==> config.mk <==
export PLATFORM = sky130hd
export DESIGN_NAME = divisor_sum_abundance_test_unit
export DESIGN_NICKNAME = d
export VERILOG_FILES = /design/src/design/dsat_pkg.sv /design/src/design/divisor_sum_abundance_test_unit.sv /design/src/design/dsat_datapath.sv /design/src/design/dsat_ctrl.sv
export VERILOG_INCLUDE_DIRS = /design/src /design/src/design
export SDC_FILE = /design/constraint.sdc
export NUM_CORES = 1
export LEC_CHECK = 0
export BUFFER_PORTS_ARGS = -buffer_cell sky130_fd_sc_hd__clkbuf_2
export CAP_MARGIN = 20
export CELL_PAD_IN_SITES_DETAIL_PLACEMENT = 0
export CELL_PAD_IN_SITES_GLOBAL_PLACEMENT = 2
export CORE_MARGIN = 10
export CORE_UTILIZATION = 45
export CTS_CLUSTER_DIAMETER = 30
export DETAILED_ROUTE_END_ITERATION = 7
export MAX_ROUTING_LAYER = met4
export PLACE_DENSITY_LB_ADDON = 0.1
export SYNTH_ARGS = -nofsm -noshare
export SYNTH_HDL_FRONTEND = slang
export SYNTH_SLANG_ARGS = --single-unit
==> constraint.sdc <==
create_clock -name clk -period 7.15 [get_ports clk]
set_clock_uncertainty 0.05 [all_clocks]
set_input_delay 0.715 -clock clk [delete_from_list [all_inputs] [get_ports clk]]
set_output_delay 0.715 -clock clk [all_outputs]
set_load 0.01 [all_outputs]
==> src/design/divisor_sum_abundance_test_unit_macros.svh <==
// Assertion macros shared by the divisor-sum abundance test unit.
`ifndef DIVISOR_SUM_ABUNDANCE_TEST_UNIT_MACROS_SVH
`define DIVISOR_SUM_ABUNDANCE_TEST_UNIT_MACROS_SVH
`ifndef ASSERT_OFF
`define DSAT_ASSERT_IMP(lbl, clk, rst_n, ante, cons) \
    lbl: assert property (@(posedge clk) disable iff (!rst_n) (ante) |-> (cons)) \
        else $error("assertion failed");
`define DSAT_ASSERT_NEXT(lbl, clk, rst_n, ante, cons) \
    lbl: assert property (@(posedge clk) disable iff (!rst_n) (ante) |=> (cons)) \
        else $error("assertion failed");
`else
`define DSAT_ASSERT_IMP(lbl, clk, rst_n, ante, cons)
`define DSAT_ASSERT_NEXT(lbl, clk, rst_n, ante, cons)
`endif
`endif

==> src/design/dsat_pkg.sv <==
// Shared types and constants of the divisor-sum abundance test unit.
package dsat_pkg;

    localparam int SUM_W = 23;
    localparam logic [SUM_W-1:0] SUM_MAX = {SUM_W{1'b1}};

    // Commands from the controller to the datapath.
    typedef struct packed {
        logic load;
        logic div_start;
        logic div_step;
        logic open_factor;
        logic take_factor;
        logic mul_step;
        logic add_term;
        logic close_factor;
        logic next_div;
        logic final_mul;
        logic final_add;
        logic finish;
    } dsat_cmd_t;

    // Status from the datapath to the controller.
    typedef struct packed {
        logic div_done;
        logic quo_lt_div;
        logic rem_zero;
        logic mul_done;
        logic rest_gt1;
    } dsat_status_t;

endpackage

==> src/design/divisor_sum_abundance_test_unit.sv <==
// Top level of the divisor-sum abundance test unit.
//
//  Channel  | Handshake              | Payload
//  ---------+------------------------+-----------------------------------
//  input    | start && !busy         | number
//  result   | done (one-cycle pulse) | proper_divisor_sum, is_abundant
//
// Each candidate divisor makes one pass through the one-bit-per-cycle divider; candidates
// are 2 and then odd values up to the square root of the cofactor. Each prime power found
// adds one more division and a shift-add multiply; a leftover prime adds a final multiply.
// Reset clears the controller; the result pulse comes in the cycle after the final state,
// with busy already low. No stall exists.
module divisor_sum_abundance_test_unit
    import dsat_pkg::*;
#(
    parameter int NUMBER_WIDTH = 20
)
(
    input  logic                    clk,
    input  logic                    rst_n,
    input  logic                    start,
    input  logic [NUMBER_WIDTH-1:0] number,
    output logic                    busy,
    output logic                    done,
    output logic [SUM_W-1:0]        proper_divisor_sum,
    output logic                    is_abundant
);

    dsat_cmd_t    cmd;
    dsat_status_t status;

    dsat_ctrl u_ctrl (
        .clk    (clk),
        .rst_n  (rst_n),
        .start  (start),
        .status (status),
        .cmd    (cmd),
        .busy   (busy),
        .done   (done)
    );

    dsat_datapath #(
        .NUMBER_WIDTH (NUMBER_WIDTH)
    ) u_datapath (
        .clk                (clk),
        .rst_n              (rst_n),
        .number             (number),
        .cmd                (cmd),
        .status             (status),
        .proper_divisor_sum (proper_divisor_sum),
        .is_abundant        (is_abundant)
    );

endmodule

==> src/design/dsat_datapath.sv <==
// Datapath: shared restoring divider, shift-add multiplier and sigma registers.
module dsat_datapath
    import dsat_pkg::*;
#(
    parameter int NUMBER_WIDTH = 20
)
(
    input  logic                    clk,
    input  logic                    rst_n,
    input  logic [NUMBER_WIDTH-1:0] number,
    input  dsat_cmd_t               cmd,
    output dsat_status_t            status,
    output logic [SUM_W-1:0]        proper_divisor_sum,
    output logic                    is_abundant
);

    localparam int N_W     = NUMBER_WIDTH;
    localparam int D_W     = NUMBER_WIDTH / 2 + 2;
    localparam int SIGMA_W = NUMBER_WIDTH + 3;
    localparam int CNT_W   = $clog2(NUMBER_WIDTH + 1);
    localparam int CMP_W   = (SIGMA_W > SUM_W) ? SIGMA_W : SUM_W;

    logic [N_W-1:0]     n_reg;
    logic [N_W-1:0]     rest_reg;
    logic [D_W-1:0]     d_reg;
    logic [SIGMA_W-1:0] sigma_reg;
    logic [SIGMA_W-1:0] acc_reg;
    logic [SIGMA_W-1:0] term_reg;
    logic [D_W-1:0]     rem_reg;
    logic [N_W-1:0]     quo_reg;
    logic [CNT_W-1:0]   cnt_reg;
    logic [SIGMA_W-1:0] mul_a_reg;
    logic [N_W-1:0]     mul_b_reg;
    logic [SIGMA_W-1:0] prod_reg;
    logic [SUM_W-1:0]   sum_reg;
    logic               abundant_reg;

    logic [D_W:0]       partial;
    logic               div_ge;
    logic [D_W:0]       partial_diff;
    logic [SIGMA_W-1:0] proper;
    logic [CMP_W-1:0]   proper_ext;
    logic               sat;
    logic [SUM_W-1:0]   sum_next;
    logic               abundant_next;

    // One quotient bit per cycle: shift the next dividend bit into the remainder.
    assign partial      = {rem_reg, quo_reg[N_W-1]};
    assign div_ge       = partial >= {1'b0, d_reg};
    assign partial_diff = partial - {1'b0, d_reg};

    // sigma always includes the number itself, so this never wraps for a nonzero number.
    assign proper     = sigma_reg - SIGMA_W'(n_reg);
    assign proper_ext = CMP_W'(proper);
    assign sat        = proper_ext > CMP_W'(SUM_MAX);

    always_comb
    begin
        if (n_reg == '0)
        begin
            sum_next      = '0;
            abundant_next = 1'b0;
        end
        else
        begin
            sum_next      = sat ? SUM_MAX : proper_ext[SUM_W-1:0];
            abundant_next = proper > SIGMA_W'(n_reg);
        end
    end

    assign status.div_done   = (cnt_reg == '0);
    assign status.quo_lt_div = quo_reg < N_W'(d_reg);
    assign status.rem_zero   = (rem_reg == '0);
    assign status.mul_done   = (mul_b_reg == '0);
    assign status.rest_gt1   = rest_reg > N_W'(1);

    always_ff @(posedge clk or negedge rst_n)
    begin
        if (!rst_n)
        begin
            cnt_reg <= '0;
        end
        else if (cmd.div_start)
        begin
            cnt_reg <= CNT_W'(N_W);
        end
        else if (cmd.div_step)
        begin
            cnt_reg <= cnt_reg - CNT_W'(1);
        end
    end

    always_ff @(posedge clk)
    begin
        if (cmd.load)
        begin
            n_reg     <= number;
            rest_reg  <= number;
            d_reg     <= D_W'(2);
            sigma_reg <= SIGMA_W'(1);
        end

        if (cmd.div_start)
        begin
            rem_reg <= '0;
            quo_reg <= rest_reg;
        end
        else if (cmd.div_step)
        begin
            rem_reg <= div_ge ? partial_diff[D_W-1:0] : partial[D_W-1:0];
            quo_reg <= {quo_reg[N_W-2:0], div_ge};
        end

        if (cmd.take_factor)
        begin
            rest_reg  <= quo_reg;
            mul_a_reg <= cmd.open_factor ? sigma_reg : term_reg;
            mul_b_reg <= N_W'(d_reg);
            prod_reg  <= '0;
            if (cmd.open_factor)
            begin
                acc_reg <= sigma_reg;
            end
        end
        else if (cmd.final_mul)
        begin
            mul_a_reg <= sigma_reg;
            mul_b_reg <= rest_reg;
            prod_reg  <= '0;
        end
        else if (cmd.mul_step)
        begin
            if (mul_b_reg[0])
            begin
                prod_reg <= prod_reg + mul_a_reg;
            end
            mul_a_reg <= {mul_a_reg[SIGMA_W-2:0], 1'b0};
            mul_b_reg <= {1'b0, mul_b_reg[N_W-1:1]};
        end

        // Each new power of the prime adds sigma_before * p^k to the running sum.
        if (cmd.add_term)
        begin
            term_reg <= prod_reg;
            acc_reg  <= acc_reg + prod_reg;
        end

        if (cmd.close_factor)
        begin
            sigma_reg <= acc_reg;
        end
        else if (cmd.final_add)
        begin
            sigma_reg <= sigma_reg + prod_reg;
        end

        // Only odd candidates after two; composites never divide what is left.
        if (cmd.next_div)
        begin
            d_reg <= (d_reg == D_W'(2)) ? D_W'(3) : d_reg + D_W'(2);
        end

        if (cmd.finish)
        begin
            sum_reg      <= sum_next;
            abundant_reg <= abundant_next;
        end
    end

    assign proper_divisor_sum = sum_reg;
    assign is_abundant        = abundant_reg;

endmodule

==> src/design/dsat_ctrl.sv <==
// Controller state machine sequencing trial division and sigma updates.
`include "divisor_sum_abundance_test_unit_macros.svh"
module dsat_ctrl
    import dsat_pkg::*;
(
    input  logic         clk,
    input  logic         rst_n,
    input  logic         start,
    input  dsat_status_t status,
    output dsat_cmd_t    cmd,
    output logic         busy,
    output logic         done
);

    typedef enum logic [2:0] {
        S_IDLE,
        S_DIV_INIT,
        S_DIV,
        S_EVAL,
        S_MUL,
        S_LEFT,
        S_FMUL,
        S_DONE
    } state_t;

    state_t state_reg;
    state_t state_next;
    logic   in_factor_reg;
    logic   in_factor_next;
    logic   done_reg;

    always_comb
    begin
        cmd            = '0;
        state_next     = state_reg;
        in_factor_next = in_factor_reg;
        unique case (state_reg)
            S_IDLE:
            begin
                if (start)
                begin
                    cmd.load       = 1'b1;
                    in_factor_next = 1'b0;
                    state_next     = S_DIV_INIT;
                end
            end
            S_DIV_INIT:
            begin
                cmd.div_start = 1'b1;
                state_next    = S_DIV;
            end
            S_DIV:
            begin
                if (status.div_done)
                begin
                    state_next = S_EVAL;
                end
                else
                begin
                    cmd.div_step = 1'b1;
                end
            end
            S_EVAL:
            begin
                if (in_factor_reg)
                begin
                    if (status.rem_zero)
                    begin
                        cmd.take_factor = 1'b1;
                        state_next      = S_MUL;
                    end
                    else
                    begin
                        cmd.close_factor = 1'b1;
                        cmd.next_div     = 1'b1;
                        in_factor_next   = 1'b0;
                        state_next       = S_DIV_INIT;
                    end
                end
                // A quotient below the divisor means divisor squared exceeds the cofactor.
                else if (status.quo_lt_div)
                begin
                    state_next = S_LEFT;
                end
                else if (status.rem_zero)
                begin
                    cmd.open_factor = 1'b1;
                    cmd.take_factor = 1'b1;
                    in_factor_next  = 1'b1;
                    state_next      = S_MUL;
                end
                else
                begin
                    cmd.next_div = 1'b1;
                    state_next   = S_DIV_INIT;
                end
            end
            S_MUL:
            begin
                if (status.mul_done)
                begin
                    cmd.add_term = 1'b1;
                    state_next   = S_DIV_INIT;
                end
                else
                begin
                    cmd.mul_step = 1'b1;
                end
            end
            S_LEFT:
            begin
                if (status.rest_gt1)
                begin
                    cmd.final_mul = 1'b1;
                    state_next    = S_FMUL;
                end
                else
                begin
                    state_next = S_DONE;
                end
            end
            S_FMUL:
            begin
                if (status.mul_done)
                begin
                    cmd.final_add = 1'b1;
                    state_next    = S_DONE;
                end
                else
                begin
                    cmd.mul_step = 1'b1;
                end
            end
            S_DONE:
            begin
                cmd.finish = 1'b1;
                state_next = S_IDLE;
            end
            default:
            begin
                state_next = S_IDLE;
            end
        endcase
    end

    always_ff @(posedge clk or negedge rst_n)
    begin
        if (!rst_n)
        begin
            state_reg     <= S_IDLE;
            in_factor_reg <= 1'b0;
            done_reg      <= 1'b0;
        end
        else
        begin
            state_reg     <= state_next;
            in_factor_reg <= in_factor_next;
            done_reg      <= cmd.finish;
        end
    end

    assign busy = (state_reg != S_IDLE);
    assign done = done_reg;

    `DSAT_ASSERT_NEXT(a_start_busy, clk, rst_n, start && !busy, busy)
    `DSAT_ASSERT_IMP(a_done_idle, clk, rst_n, done, !busy)
    `DSAT_ASSERT_NEXT(a_done_single, clk, rst_n, done, !done)
    `DSAT_ASSERT_IMP(a_unit_excl, clk, rst_n, cmd.div_step, !cmd.mul_step)

endmodule

==> flow_summary.toml <==
[outcome]
status = "complete, no violations"

[cts]
cts_tree = "built"
cts_setup_buffers = 0
numCtsBuffers = 74
clock-sinks = 253
cts_hold_buf = 1
cts_root_buf = "clkbuf_16"
h-tree-depth = 3
clk_pin_slew_ps = 40
cts_resized = 0
clockBufferDepth = 3
clkLatencyLatePin_ps = 580

[hold_path]
hp-start = "number[18]"
hp-class = "in2reg"
worstHoldPathCells = 1
holdPathEnd = "u_datapath.n_reg[18]$_DFFE_PP_"

[synth]
synthDominantCellAreaShare = 0.384
async_flop_share = 0.0395
synth.avg_cell_area_um2 = 9.98
synth_enable_flop_cells = 200
ys_top_cells_by_area = "edfxtp_1 (38%), ha_1 (11%), dfxtp_1 (5.5%)"
synth_area_um2 = 15600
ys_warn_count = 0
netlist_instances = 1566
ys_seq_elements = 253
synth_nets = 1731
yosysSeqAreaShare = 0.455
synthFlopType = "edfxtp_1"
synthDistinctLibCells = 72
synth.largest_area_cell = "edfxtp_1"

[timing]
final-hold-violation-count = 0
layout_min_cycle_time_ps = 4080
tightest_slew_ps = 1100
relSlewSlack = 0.264
fin_tns_setup_ps = 0
drv_slew = 0
period_share = 0.570
rsz0062_at_grt = "no"
setup_viol = 0
max_freq_mhz = 245

[setup_path]
required_ps = 7410
cp-start-kind = "flip-flop"
cp-end-kind = "flip-flop"
ff2ff_path_depth = 20
r2r_slack_ps = 3070
path_max_fanout = 4
criticalPathCategory = "reg2reg"
r2r-end = "u_datapath.is_abundant$_SDFFCE_PN0P_"
cp.arrival_ps = 4340
reg2reg_from = "u_datapath.sigma_reg[0]$_DFFE_PP_"

[layout]
fillers = 3041
fin_nets = 1828
diodes = 0
syn_to_final_growth_pct = 21.6
final_layout_size_suffix_gt1_frac = 0.115
stdcell_count = 2180

[pwr]
netSwitchingPower_uw = 3700
cell_internal_pwr_uw = 6210
vdd_ir_drop_max_v = 0.000316
pwr-share-clk = 0.342
p_seq_frac = 0.285
swShare = 0.373
share_comb_of_total_power = 0.373
p_per_area_nw_per_um2 = 521
leakage_uw = 0.00795

[global_routing]
grt_overflow = 0
grt_max_degree = 47
grtUsageTotal = 0.212
grt_antenna_before_repair = 0
grt_pass1_vias = 12100
grt_pass1_wl_um = 68000

[detailed_routing]
detail_route.iter0.violations = 710
wl_per_cell_um = 20.0
via_per_inst = 5.56
ant_nets = 0
via_count = 12100
firstDrtPassIters = 5
drc = 0
routed_wl_um = 43500

[placement]
io_buffers = 48
dpl.hpwl_um = 31200
routabilityCongestion = 0.864
dp.cells = 2040

[floorplanning]
io_pins = 49
chipWidth_um = 206
dieArea_um2 = 42600
num_rows = 68
initial_core_util = 0.455
die_y_um = 206
coreArea_um2 = 34400

[run]
drv_cap = 0
-- power groups by stage --
stage,Combinational [uW],Clock (uW),Sequential [uW]
final,3700,3390,2820
after CTS,3700,3440,2820
after detailed placement,3670,0,2840
after global placement,3650,0,2840
after floorplan,2780,0,2640
after global routing,4160,3540,2870
-- stage by stage --
| step | hold WS, ps | cell area (um2) | setup slack, ps | total power, uW | utilization |
|---|---|---|---|---|---|
| finish | 298 | 19000 | 3070 | 9900 | 0.553 |
| global route | 279 | 19000 | 2730 | 10600 | 0.553 |
| CTS | 273 | 19000 | 3080 | 9960 | 0.553 |
| detailed placement | 436 | 16400 | 3110 | 6510 | 0.477 |
| global placement | 418 | 16400 | 3200 | 6490 | 0.477 |
| floorplan | 369 | 15600 | 3520 | 5420 | - |
-- how the worst max path moves through the flow --
stage                                                  from                                   end  slack [ps]  depth (start not counted)
after floorplan           u_datapath.sigma_reg[0]$_DFFE_PP_  u_datapath.is_abundant$_SDFFCE_PN0P_        3520                         20
after global placement    u_datapath.sigma_reg[0]$_DFFE_PP_  u_datapath.is_abundant$_SDFFCE_PN0P_        3200                         20
after detailed placement  u_datapath.sigma_reg[0]$_DFFE_PP_  u_datapath.is_abundant$_SDFFCE_PN0P_        3110                         20
after CTS                 u_datapath.sigma_reg[0]$_DFFE_PP_  u_datapath.is_abundant$_SDFFCE_PN0P_        3080                         20
after global routing      u_datapath.sigma_reg[0]$_DFFE_PP_  u_datapath.is_abundant$_SDFFCE_PN0P_        2730                         20
final                     u_datapath.sigma_reg[0]$_DFFE_PP_  u_datapath.is_abundant$_SDFFCE_PN0P_        3070                         20
-- cells in the final DEF (no fill, tap or decap), types with 43 or more instances in the layout --
master / Yosys / final
clkbuf_16: 0 / 74
o21ai_1: 55 / 55
edfxtp_1: 200 / 200
dfxtp_1: 43 / 43
nor2_1: 124 / 124
a21oi_1: 104 / 104
xnor2_1: 58 / 58
o21ai_0: 53 / 53
ha_1: 137 / 137
inv_1: 74 / 74
clkbuf_2: 0 / 48
nand2_1: 203 / 203
-- metal layers --
layer / track usage / share of wire
met5: - / 0
met4: 0.0771 / 0.028
met3: 0.0434 / 0.050
met2: 0.348 / 0.49
met1: 0.253 / 0.43
-- cell families after synthesis --
group,count (synthesis),synth area share
compound gates,387,0.155
xor+xnor,98,0.0549
simple gates,510,0.151
fa+ha+maj,142,0.116
mux,56,0.0381
flops,253,0.455
buf+inv,120,0.0300
-- Yosys cell counts, types with 5 or more instances --
library cell and number:
a211oi_1 16, a21o_1 37, a21oi_1 104, a22o_1 6
a31oi_1 13, and2_1 7, and3_1 12, buf_2 9
clkbuf_1 31, dfrtp_1 10, dfxtp_1 43, edfxtp_1 200
fa_1 5, ha_1 137, inv_1 74, mux2_1 21
mux2i_1 31, nand2_1 203, nand2b_1 18, nand3_1 31
nand4_1 12, nor2_1 124, nor2b_1 32, nor3_1 19
nor4_1 24, o211ai_1 12, o21a_1 19, o21ai_0 53
o21ai_1 55, o21bai_1 7, o22ai_1 23, or3_1 5
xnor2_1 58, xor2_1 40
-- layout make-up --
type | count | area (um2) | area share
Inverter | 75 | 282 | 0.0148
Clock buffer | 99 | 2020 | 0.106
Timing Repair Buffer | 66 | 385 | 0.0203
Clock inverter | 39 | 583 | 0.0307
Tap cell | 455 | 569 | 0.0299
Multi-Input combinational cell | 1193 | 8060 | 0.424
Sequential cell | 253 | 7120 | 0.374
-- worst max-delay path, cell delays in order, from the launching register on --
cell,delay (ps)
edfxtp_1,410
inv_1,110
ha_1,190
inv_1,60
fa_1,400
a21o_1,190
a21boi_1,200
o21ai_1,100
a31o_1,250
a21oi_1,180
o21bai_1,160
xor2_1,190
ha_1,320
a21o_1,170
a21o_1,170
a21oi_1,120
o21ai_0,90
a21oi_1,130
o21ai_0,110
a21oi_1,150
a31oi_1,90
No activity file was read; power rests on OpenSTA's default activity.
